`config.mk`:
```
export PLATFORM = sky130hd
export DESIGN_NAME = score_table_sorter_top
export DESIGN_NICKNAME = d
export VERILOG_FILES = /design/src/rtl/stsort_pkg.sv /design/src/rtl/stsort_ram.sv /design/src/rtl/stsort_ctrl.sv /design/src/rtl/score_table_sorter_top.sv
export SDC_FILE = /design/constraint.sdc
export NUM_CORES = 2
export LEC_CHECK = 0
export ABC_CLOCK_PERIOD_IN_PS = 9700
export BUFFER_PORTS_ARGS = -buffer_cell sky130_fd_sc_hd__clkbuf_2
export CORE_UTILIZATION = 55
export CTS_CLUSTER_DIAMETER = 40
export DETAILED_ROUTE_END_ITERATION = 7
export PLACE_DENSITY = 0.78
export SETUP_SLACK_MARGIN = 0.2
export SLEW_MARGIN = 20
export SYNTH_ARGS = -nofsm -noshare
export SYNTH_HDL_FRONTEND = slang
export SYNTH_SLANG_ARGS = --single-unit
```
`constraint.sdc`:
```
create_clock -name aclk -period 9.7 [get_ports aclk]
set_clock_uncertainty 0.2 [all_clocks]
set_input_delay 2.425 -clock aclk [delete_from_list [all_inputs] [get_ports aclk]]
set_output_delay 2.425 -clock aclk [all_outputs]
set_load 0.02 [all_outputs]
```
`src/rtl/stsort_pkg.sv`:
```
// Shared constants and types for the score table sorter.
package stsort_pkg;

    localparam int ENTRIES    = 16;
    localparam int NAME_BYTES = 7;

    localparam int SCORE_W = 16;
    localparam int NAME_W  = NAME_BYTES * 8;
    localparam int IDX_W   = $clog2(ENTRIES);
    localparam int CNT_W   = $clog2(ENTRIES + 1);
    localparam int RANK_W  = 4;
    localparam int EXCH_W  = 7;

    localparam logic [EXCH_W-1:0] EXCH_MAX = {EXCH_W{1'b1}};
    localparam int EXCH_PAIRS = ENTRIES * (ENTRIES - 1) / 2;
    localparam int EXCH_LIMIT = (EXCH_PAIRS > 127) ? 127 : EXCH_PAIRS;

    localparam int REC_W       = SCORE_W + NAME_W;
    localparam int OUT_FIELD_W = SCORE_W + NAME_W + RANK_W + EXCH_W;
    localparam int S_TDATA_W   = ((REC_W + 7) / 8) * 8;
    localparam int M_TDATA_W   = ((OUT_FIELD_W + 7) / 8) * 8;

    typedef struct packed {
        logic [NAME_W-1:0]  name;
        logic [SCORE_W-1:0] score;
    } rec_t;

    typedef struct packed {
        logic              load;
        rec_t              rec;
        logic [RANK_W-1:0] rank;
        logic [EXCH_W-1:0] exch;
        logic              last;
    } out_item_t;

    typedef enum logic [2:0] {
        ST_IDLE,
        ST_SEEK,
        ST_PLACE,
        ST_DRAIN_RD,
        ST_DRAIN_LD
    } state_t;

endpackage

```
`src/rtl/stsort_ram.sv`:
```
// Generic single-write, single-read memory with registered read data.
module stsort_ram #(
    parameter int WIDTH = 8,
    parameter int DEPTH = 16,
    localparam int ADDR_W = (DEPTH > 1) ? $clog2(DEPTH) : 1
) (
    input  logic              aclk,
    input  logic              wr_en,
    input  logic [ADDR_W-1:0] wr_addr,
    input  logic [WIDTH-1:0]  wr_data,
    input  logic [ADDR_W-1:0] rd_addr,
    output logic [WIDTH-1:0]  rd_data
);

    logic [WIDTH-1:0] mem [DEPTH];

    always_ff @(posedge aclk) begin
        if (wr_en) begin
            mem[wr_addr] <= wr_data;
        end
        rd_data <= mem[rd_addr];
    end

endmodule

```
`src/rtl/stsort_ctrl.sv`:
```
// Insertion sequencer: shifts stored records down one per cycle, then drains the table once it is full.
module stsort_ctrl (
    input  logic                       aclk,
    input  logic                       aresetn,
    input  logic                       in_valid,
    output logic                       in_ready,
    input  stsort_pkg::rec_t           in_rec,
    output logic                       ram_wr_en,
    output logic [stsort_pkg::IDX_W-1:0] ram_wr_addr,
    output stsort_pkg::rec_t           ram_wr_data,
    output logic [stsort_pkg::IDX_W-1:0] ram_rd_addr,
    input  stsort_pkg::rec_t           ram_rd_data,
    input  logic                       out_free,
    output stsort_pkg::out_item_t      out_item
);
    import stsort_pkg::*;

    state_t            state_reg, state_next;
    logic [CNT_W-1:0]  cnt_reg, cnt_next;
    logic [EXCH_W-1:0] exch_reg, exch_next;
    logic [IDX_W-1:0]  pos_reg, pos_next;
    logic [IDX_W-1:0]  k_reg, k_next;
    rec_t              new_reg, new_next;

    logic greater;
    logic full_after;
    logic k_last;

    assign greater    = new_reg.score > ram_rd_data.score;
    assign full_after = (cnt_reg + CNT_W'(1)) == CNT_W'(ENTRIES);
    assign k_last     = k_reg == IDX_W'(ENTRIES - 1);

    always_ff @(posedge aclk) begin
        if (!aresetn) begin
            state_reg <= ST_IDLE;
            cnt_reg   <= '0;
            exch_reg  <= '0;
            k_reg     <= '0;
        end else begin
            state_reg <= state_next;
            cnt_reg   <= cnt_next;
            exch_reg  <= exch_next;
            k_reg     <= k_next;
        end
    end

    always_ff @(posedge aclk) begin
        pos_reg <= pos_next;
        new_reg <= new_next;
    end

    always_comb begin
        state_next = state_reg;
        case (state_reg)
            ST_IDLE: begin
                if (in_valid && cnt_reg != '0) begin
                    state_next = ST_SEEK;
                end
            end
            ST_SEEK: begin
                if (greater && pos_reg != IDX_W'(1)) begin
                    state_next = ST_SEEK;
                end else if (greater) begin
                    state_next = ST_PLACE;
                end else if (full_after) begin
                    state_next = ST_DRAIN_RD;
                end else begin
                    state_next = ST_IDLE;
                end
            end
            ST_PLACE: begin
                state_next = full_after ? ST_DRAIN_RD : ST_IDLE;
            end
            ST_DRAIN_RD: begin
                state_next = ST_DRAIN_LD;
            end
            ST_DRAIN_LD: begin
                if (out_free && k_last) begin
                    state_next = ST_IDLE;
                end
            end
            default: begin
                state_next = ST_IDLE;
            end
        endcase
    end

    always_comb begin
        in_ready      = 1'b0;
        ram_wr_en     = 1'b0;
        ram_wr_addr   = pos_reg;
        ram_wr_data   = new_reg;
        ram_rd_addr   = k_reg;
        cnt_next      = cnt_reg;
        exch_next     = exch_reg;
        pos_next      = pos_reg;
        k_next        = k_reg;
        new_next      = new_reg;
        out_item.load = 1'b0;
        out_item.rec  = ram_rd_data;
        out_item.rank = RANK_W'(k_reg);
        out_item.exch = exch_reg;
        out_item.last = k_last;
        case (state_reg)
            ST_IDLE: begin
                in_ready = 1'b1;
                if (in_valid) begin
                    if (cnt_reg == '0) begin
                        ram_wr_en   = 1'b1;
                        ram_wr_addr = '0;
                        ram_wr_data = in_rec;
                        cnt_next    = CNT_W'(1);
                    end else begin
                        new_next    = in_rec;
                        pos_next    = cnt_reg[IDX_W-1:0];
                        ram_rd_addr = IDX_W'(cnt_reg - CNT_W'(1));
                    end
                end
            end
            ST_SEEK: begin
                ram_wr_en = 1'b1;
                if (greater) begin
                    ram_wr_data = ram_rd_data;
                    pos_next    = pos_reg - IDX_W'(1);
                    ram_rd_addr = pos_reg - IDX_W'(2);
                    if (exch_reg != EXCH_MAX) begin
                        exch_next = exch_reg + EXCH_W'(1);
                    end
                end else begin
                    cnt_next = cnt_reg + CNT_W'(1);
                    k_next   = '0;
                end
            end
            ST_PLACE: begin
                ram_wr_en = 1'b1;
                cnt_next  = cnt_reg + CNT_W'(1);
                k_next    = '0;
            end
            ST_DRAIN_RD: begin
                ram_rd_addr = k_reg;
            end
            ST_DRAIN_LD: begin
                if (out_free) begin
                    out_item.load = 1'b1;
                    k_next        = k_reg + IDX_W'(1);
                    ram_rd_addr   = k_reg + IDX_W'(1);
                    if (k_last) begin
                        cnt_next  = '0;
                        exch_next = '0;
                    end
                end
            end
            default: begin
            end
        endcase
    end

endmodule

```
`src/rtl/score_table_sorter_top.sv`:
```
// Top level of the score table sorter: record memory, sequencer and output register.
//
// Records arrive one per item; each is inserted into a 16-entry memory kept in
// descending score order (stable for equal scores). Insertion moves stored records
// down one slot per cycle, set by the single write port of the record memory: the
// first record of a batch is written directly, every later record moves past each
// stored record with a lower score. After the 16th record the whole table streams
// out highest score first, one item per cycle when m_tready stays high, after a
// registered memory read; input is held off until the last result is registered.
// Every result carries the batch's exchange count; m_tlast marks rank 15.
module score_table_sorter_top (
    input  logic                               aclk,
    input  logic                               aresetn,
    input  logic                               s_tvalid,
    output logic                               s_tready,
    // score [15:0], name_tag [71:16]
    input  logic [stsort_pkg::S_TDATA_W-1:0]   s_tdata,
    output logic                               m_tvalid,
    input  logic                               m_tready,
    // sorted_score [15:0], sorted_name [71:16], rank [75:72],
    // exchange_count [82:76], zero fill above
    output logic [stsort_pkg::M_TDATA_W-1:0]   m_tdata,
    output logic                               m_tlast
);
    import stsort_pkg::*;

    rec_t              in_rec;
    rec_t              ram_wr_data;
    rec_t              ram_rd_data;
    logic              ram_wr_en;
    logic [IDX_W-1:0]  ram_wr_addr;
    logic [IDX_W-1:0]  ram_rd_addr;
    logic              out_free;
    out_item_t         out_item;

    logic              m_valid_reg;
    rec_t              m_rec_reg;
    logic [RANK_W-1:0] m_rank_reg;
    logic [EXCH_W-1:0] m_exch_reg;
    logic              m_last_reg;

    assign in_rec.score = s_tdata[SCORE_W-1:0];
    assign in_rec.name  = s_tdata[SCORE_W+NAME_W-1:SCORE_W];

    stsort_ram #(
        .WIDTH ($bits(rec_t)),
        .DEPTH (ENTRIES)
    ) u_ram (
        .aclk    (aclk),
        .wr_en   (ram_wr_en),
        .wr_addr (ram_wr_addr),
        .wr_data (ram_wr_data),
        .rd_addr (ram_rd_addr),
        .rd_data (ram_rd_data)
    );

    stsort_ctrl u_ctrl (
        .aclk        (aclk),
        .aresetn     (aresetn),
        .in_valid    (s_tvalid),
        .in_ready    (s_tready),
        .in_rec      (in_rec),
        .ram_wr_en   (ram_wr_en),
        .ram_wr_addr (ram_wr_addr),
        .ram_wr_data (ram_wr_data),
        .ram_rd_addr (ram_rd_addr),
        .ram_rd_data (ram_rd_data),
        .out_free    (out_free),
        .out_item    (out_item)
    );

    assign out_free = !m_valid_reg || m_tready;

    always_ff @(posedge aclk) begin
        if (!aresetn) begin
            m_valid_reg <= 1'b0;
        end else if (out_item.load) begin
            m_valid_reg <= 1'b1;
        end else if (m_tready) begin
            m_valid_reg <= 1'b0;
        end
    end

    always_ff @(posedge aclk) begin
        if (out_item.load) begin
            m_rec_reg  <= out_item.rec;
            m_rank_reg <= out_item.rank;
            m_exch_reg <= out_item.exch;
            m_last_reg <= out_item.last;
        end
    end

    assign m_tvalid = m_valid_reg;
    assign m_tlast  = m_last_reg;
    assign m_tdata  = M_TDATA_W'({m_exch_reg, m_rank_reg, m_rec_reg.name, m_rec_reg.score});

`ifndef NO_ASSERTIONS
    a_exch_bound: assert property (@(posedge aclk) disable iff (!aresetn)
        m_tvalid |-> m_exch_reg <= EXCH_W'(EXCH_LIMIT))
        else $error("exchange count above pair limit");

    a_descending: assert property (@(posedge aclk) disable iff (!aresetn)
        (out_item.load && out_item.rank != '0) |-> out_item.rec.score <= m_rec_reg.score)
        else $error("drained scores not in descending order");

    a_last_rank: assert property (@(posedge aclk) disable iff (!aresetn)
        (m_tvalid && m_tlast) |-> m_rank_reg == RANK_W'(ENTRIES - 1))
        else $error("last item at wrong rank");

    a_no_input_while_drain: assert property (@(posedge aclk) disable iff (!aresetn)
        out_item.load |-> !s_tready)
        else $error("input accepted during drain");
`endif

endmodule

```
; ---- Yosys cells after proc, flatten, opt, wreduce, memory -nomap -nowiden
; Memories as Yosys holds them, arrays and structs flattened. A register that Yosys moved wholly into a read port is not among the register bits.
; Index checks and enable logic that the tools add are counted.
[totals]
input_bits = 76
ramBits = 1152
out_inout_bits = 91
memories = 1
ff_bits = 180
[memory_table]
columns = name, words, width, rd, rd_ports_with_merged_regs, wr, line_no
row1 = u_ram.mem, 16, 72, 1, 1, 1, stsort_ram.sv:15  ; logic [WIDTH-1:0] mem [DEPTH];
[op_classes]
n_mux = 45
n_lt_le_gt_ge = 1
addsub = 6
bitwise_logic = 1
reduce_logical = 20
n_eq_ne = 18
[op_table]
columns = op, n
row1 = $mux W72, 3
row2 = $pmux W72 S2, 1
row3 = $mux W4, 11
row4 = $mux W7, 4
row5 = $mux W5, 5
row6 = $pmux W4 S3, 2
row7 = $pmux W5 S4, 1
row8 = $gt A16 B16 Y1, 1
row9 = $pmux W3 S5, 1
row10 = $ne A2 B1 Y1 const B, 7
row11 = $pmux W7 S2, 1
row12 = $mux W3, 4
row13 = $mux W1, 9
row14 = $pmux W4 S2, 1
row15 = $sub A4 B1 Y4 const B, 2
row16 = $add A7 B1 Y7 const B, 1
row17 = $ne A7 B7 Y1 const B, 1
row18 = $eq A3 B2 Y1 const B, 2
row19 = $ne A2 B2 Y1 const B, 3
row20 = $reduce_and A6 Y1, 1
row21 = $reduce_bool A2 Y1, 3
row22 = $add A5 B1 Y5 const B, 1
row23 = $eq A5 B5 Y1 const B, 1
row24 = $logic_not A5 Y1, 1
row25 = 21 further kinds, 24

; ---- Depth between registers and ports, before layout
[logic_depth]
word_depth = 6
depth_mapped = 16
mapped_depth_nobuf = 13

; ---- Cells and area by module
; From an unflattened synthesis, not the netlist that was laid out.
[hier_totals]
cells_unflattened = 2524
area_unflattened_um2 = 53142.2
[modules_own_cells]
columns = module, cells_each, seq_area_each_um2, instances, area_per_inst_um2
row1 = stsort_ram, 1850, 36034.6, 1, 44551.5
row2 = stsort_ctrl, 580, 2662.6, 1, 5978.2
row3 = score_table_sorter_top, 94, 2542.4, 1, 2612.5

; ---- Least setup slack after synthesis
; OpenSTA, ideal clock, no wires.
[synth_timing]
path_kind = input to register
start = input m_tready
end = register u_ram.rd_data[10], read port of u_ram.mem
cell_stages = 12
arrival_time_ps = 7612
required_time_ps = 9380
path_slack_ps = 1769
setup_time_ps = 120
path_buffers = 3
path_cell_list = nor2b_1 -> nor2_1 -> nand2_1 -> o211ai_1 -> a221oi_2 -> buf_4 -> buf_4 -> nand2_1 -> buf_1 -> a21oi_1 -> nor3_1 -> o2bb2ai_1
[synth_via]
elab_chain_len = 3
[synth_rtl]
columns = item, line_no
row1 = from (decl), score_table_sorter_top.sv:19  ; input logic m_tready,
row2 = $logic_or A1 B1 Y1, score_table_sorter_top.sv:72  ; assign out_free = !m_valid_reg || m_tready;
row3 = $mux W4, --
row4 = $pmux W4 S3, stsort_ctrl.sv:104  ; case (state_reg)
row5 = to (decl), stsort_ram.sv:12  ; output logic [WIDTH-1:0] rd_data
; No other way between the ends.
; A chain may end at the register's enable or synchronous reset.

; ---- Worst setup path after layout
[layout_timing]
start = input s_tvalid
end = register u_ram.rd_data[71], read port of u_ram.mem
[layout_via]
elab_chain_len = 2
[layout_rtl]
columns = item, line_no
row1 = from (decl), score_table_sorter_top.sv:14  ; input logic s_tvalid,
row2 = $mux W4, stsort_ctrl.sv:107  ; if (in_valid) begin
row3 = $pmux W4 S3, stsort_ctrl.sv:104
; No other way between the ends.

==> out/qor.txt <==
Leak: 0.0225 uW
Net count, final: 3737
IO Pins: 167
Worst-case clock buffer depth: 3
Commonest register cell after synthesis: edfxtp_1
Yosys warns: 0
Crit path required time: 10150 ps
Largest register FFs: 1152
Rows: 114
Synth Register Bits: 1404
Sequential area share after synthesis: 0.758
Max Cap Viol: 0
Worst skew pair latency: 770 ps
Peak VDD IR: 0.000166 V
Period minus WS final: 6500 ps
Port Buffers: 161
Worst-path maximum fanout: 44
Routed WL: 135000 um
Failing checks: DRC
Iter 0 DRT Violations: 4442
Max Fclk: 0.154 GHz
Final setup fails: 0
Period utilization: 0.671
Slew HR: 0.224
Switch share: 0.275
Worst R2R Setup Slack: 3620 ps
Clock transition at the registers of the reported paths: 60 ps
Reg power frac: 0.482
RSZ-0062 raised after global routing: false
Post-layout util: 0.637
Post-CTS sizing: 0
Core Area: 97300 um2
First-pass detailed-route iteration total: 8
GP Congestion: 0.798
DRC violations left: 1
TNS Setup: 0 ps
Comb power frac: 0.135
Starting Density: 0.559
Int Pwr: 11500 uW
Vias/cell: 6.34
Number of antenna violations at the first check in global routing: 2
Startpoint Class: input pin
Die width: 316 um
Fin area: 62000 um2
Area Growth Syn to Fin: 14.0%
Crit path arrival time: 6950 ps
Share of async-settable or async-resettable flops after synthesis: 0
CTS Buf Count: 158
Crit path kind: in2reg
Pwr Density: 255 nW/um2
Distinct cells, synth: 61
Die Y: 316 um
Hold buffers post-CTS: 0
Post-DP Area: 56600 um2
Status: finished with violations
Postcts setup bufs: 0
Clock root buffer: clkbuf_16
CP endpoint kind: register
Sw power: 4350 uW
Syn_area_per_cell: 15.7 um2
Fraction of layout instances using a drive strength above 1: 0.154
Via count: 32.0k
Fillers: 6549
Hold slack: 250 ps
Cell Area, Synth: 54400 um2
Post-synth EDFFs: 1312
Post-route ant nets: 0
Grt total ovfl: 0
Synth Instances: 3465
CTS H-tree lvls: 4
Worst slew pin tran: 1160 ps
Die Area: 100000 um2
Drt wl/cell: 26.7 um
First-pass GRT wire length: 198000 um
Post-DP HPWL: 68900 um
Clock share of power: 0.383
ANT cells: 0
Vias in the first global route: 31.6k
Final hold violation count: 0
Max-slew violation count: 0
Hold Path Class: reg2reg
CTS tree: done
Largest net degree at the start of global routing: 184
Total GRT Usage: 0.269
Largest register by flop count: u_ram.mem
CTS sink cnt: 1404
-- synth_stat cells, types with 5 or more instances --
master | n | share of area
and2_0 | 12 | 0.0014
o21ai_0 | 14 | 0.0013
edfxtp_1 | 1312 | 0.72
o22ai_1 | 74 | 0.0085
nor2_1 | 29 | 0.0020
a222oi_1 | 72 | 0.013
a211oi_1 | 72 | 0.0099
nand4_1 | 5 | 0.00058
buf_1 | 18 | 0.0012
buf_6 | 6 | 0.0012
a221oi_2 | 56 | 0.015
and2_1 | 63 | 0.0072
a21boi_0 | 10 | 0.0014
a21oi_1 | 157 | 0.014
nor3_1 | 154 | 0.014
o2bb2ai_1 | 72 | 0.012
a31oi_1 | 72 | 0.0083
a21o_1 | 5 | 0.00069
buf_2 | 88 | 0.0081
nand2_1 | 469 | 0.032
dfxtp_1 | 92 | 0.034
clkbuf_1 | 86 | 0.0059
nand2b_1 | 10 | 0.0012
xnor2_1 | 6 | 0.00097
xor2_1 | 8 | 0.0013
nor2b_1 | 8 | 0.00092
a221oi_1 | 19 | 0.0031
mux2i_1 | 291 | 0.054
inv_1 | 94 | 0.0065
nand3_1 | 9 | 0.00083
buf_4 | 18 | 0.0025
ha_1 | 26 | 0.0060
-- cell type report --
cell class              count  area, um2  area share
clock inverters           108       1240      0.0201
multi-input cells        1753      12000       0.194
inverters                  95        359     0.00579
well taps                1276       1600      0.0257
repair buffers            223       1340      0.0216
clock buffers             187       4200      0.0677
flip-flops and latches   1404      41200       0.665
-- cell families (layout without fill, tap and decap cells) --
| kind of cell | after synthesis | count (layout) | share of synthesized area |
|---|---|---|---|
| compound gates | 641 | 641 | 0.0912 |
| xor+xnor | 14 | 14 | 0.00225 |
| fa+ha+maj | 26 | 26 | 0.00598 |
| buf+inv | 312 | 613 | 0.0257 |
| flops | 1404 | 1404 | 0.758 |
| mux | 291 | 291 | 0.0535 |
| other cells | 1 | 5 | 0.0000689 |
| simple gates | 776 | 776 | 0.0631 |
-- path summary, 6_finish.rpt --
kind / from / endpoint / cells past startpoint
setup reg to reg: u_ram.rd_data[14] / u_ram.rd_data[71] / 15
setup / recovery: s_tvalid / u_ram.rd_data[71] / 12
hold reg to reg: u_ram.rd_data[44] / m_tdata[44] / 0
hold / removal: u_ram.rd_data[44] / m_tdata[44] / 0
-- power by group through the flow --
stage	registers, uW	logic (uW)	clock network (uW)
finish	7620	2140	6060
global route	7630	2300	6350
CTS	7600	2120	6120
detailed placement	7720	2090	0
global placement	7720	2020	0
floorplan	7540	1460	0
-- stage by stage --
stage	total power (uW)	worst slack, ps	std cells
2_1_floorplan	9010	1770	3469
3_3_place_gp	9740	2640	4750
3_5_place_dp	9810	2480	4751
4_1_cts	15800	3230	5046
5_1_grt	16300	3010	5046
6_report	15800	3200	5046
-- worst max-delay path, stage by stage --
cell and delay (ps):
clkbuf_2 120, nor2b_1 170, nand2_1 160, inv_4 460, a221oi_1 230, o21bai_1 340, o22a_4 680, and2_4 950
buf_4 700, a221oi_1 270, nor3_1 280, o2bb2ai_1 100
-- metal layers --
metal	vias to the layer above	track usage	share of wire
li1	13800	-	-
met1	15900	0.376	0.39
met2	1990	0.426	0.47
met3	296	0.0489	0.11
met4	2	0.0947	0.028
met5	-	0	0.000097
-- layout by cell type, fill, tap and decap left out, types with 15 or more instances in the layout --
cell type	Yosys	final
a221oi_2	56	55
o22ai_1	74	74
o2bb2ai_1	72	72
edfxtp_1	1312	1312
inv_1	94	94
a222oi_1	72	72
nor3_1	154	151
nand2_1	469	466
dfxtp_1	92	92
nor2_4	0	16
mux2i_1	291	291
a31oi_1	72	72
clkinvlp_4	0	15
buf_4	18	57
and2_1	63	62
a211oi_1	72	72
clkinv_2	0	16
a221oi_1	19	18
clkbuf_2	0	161
clkbuf_16	0	160
a21oi_1	157	157
inv_6	0	15
clkbuf_1	86	18
clkinv_1	0	15
ha_1	26	26
(Power assumes the default switching activity.)
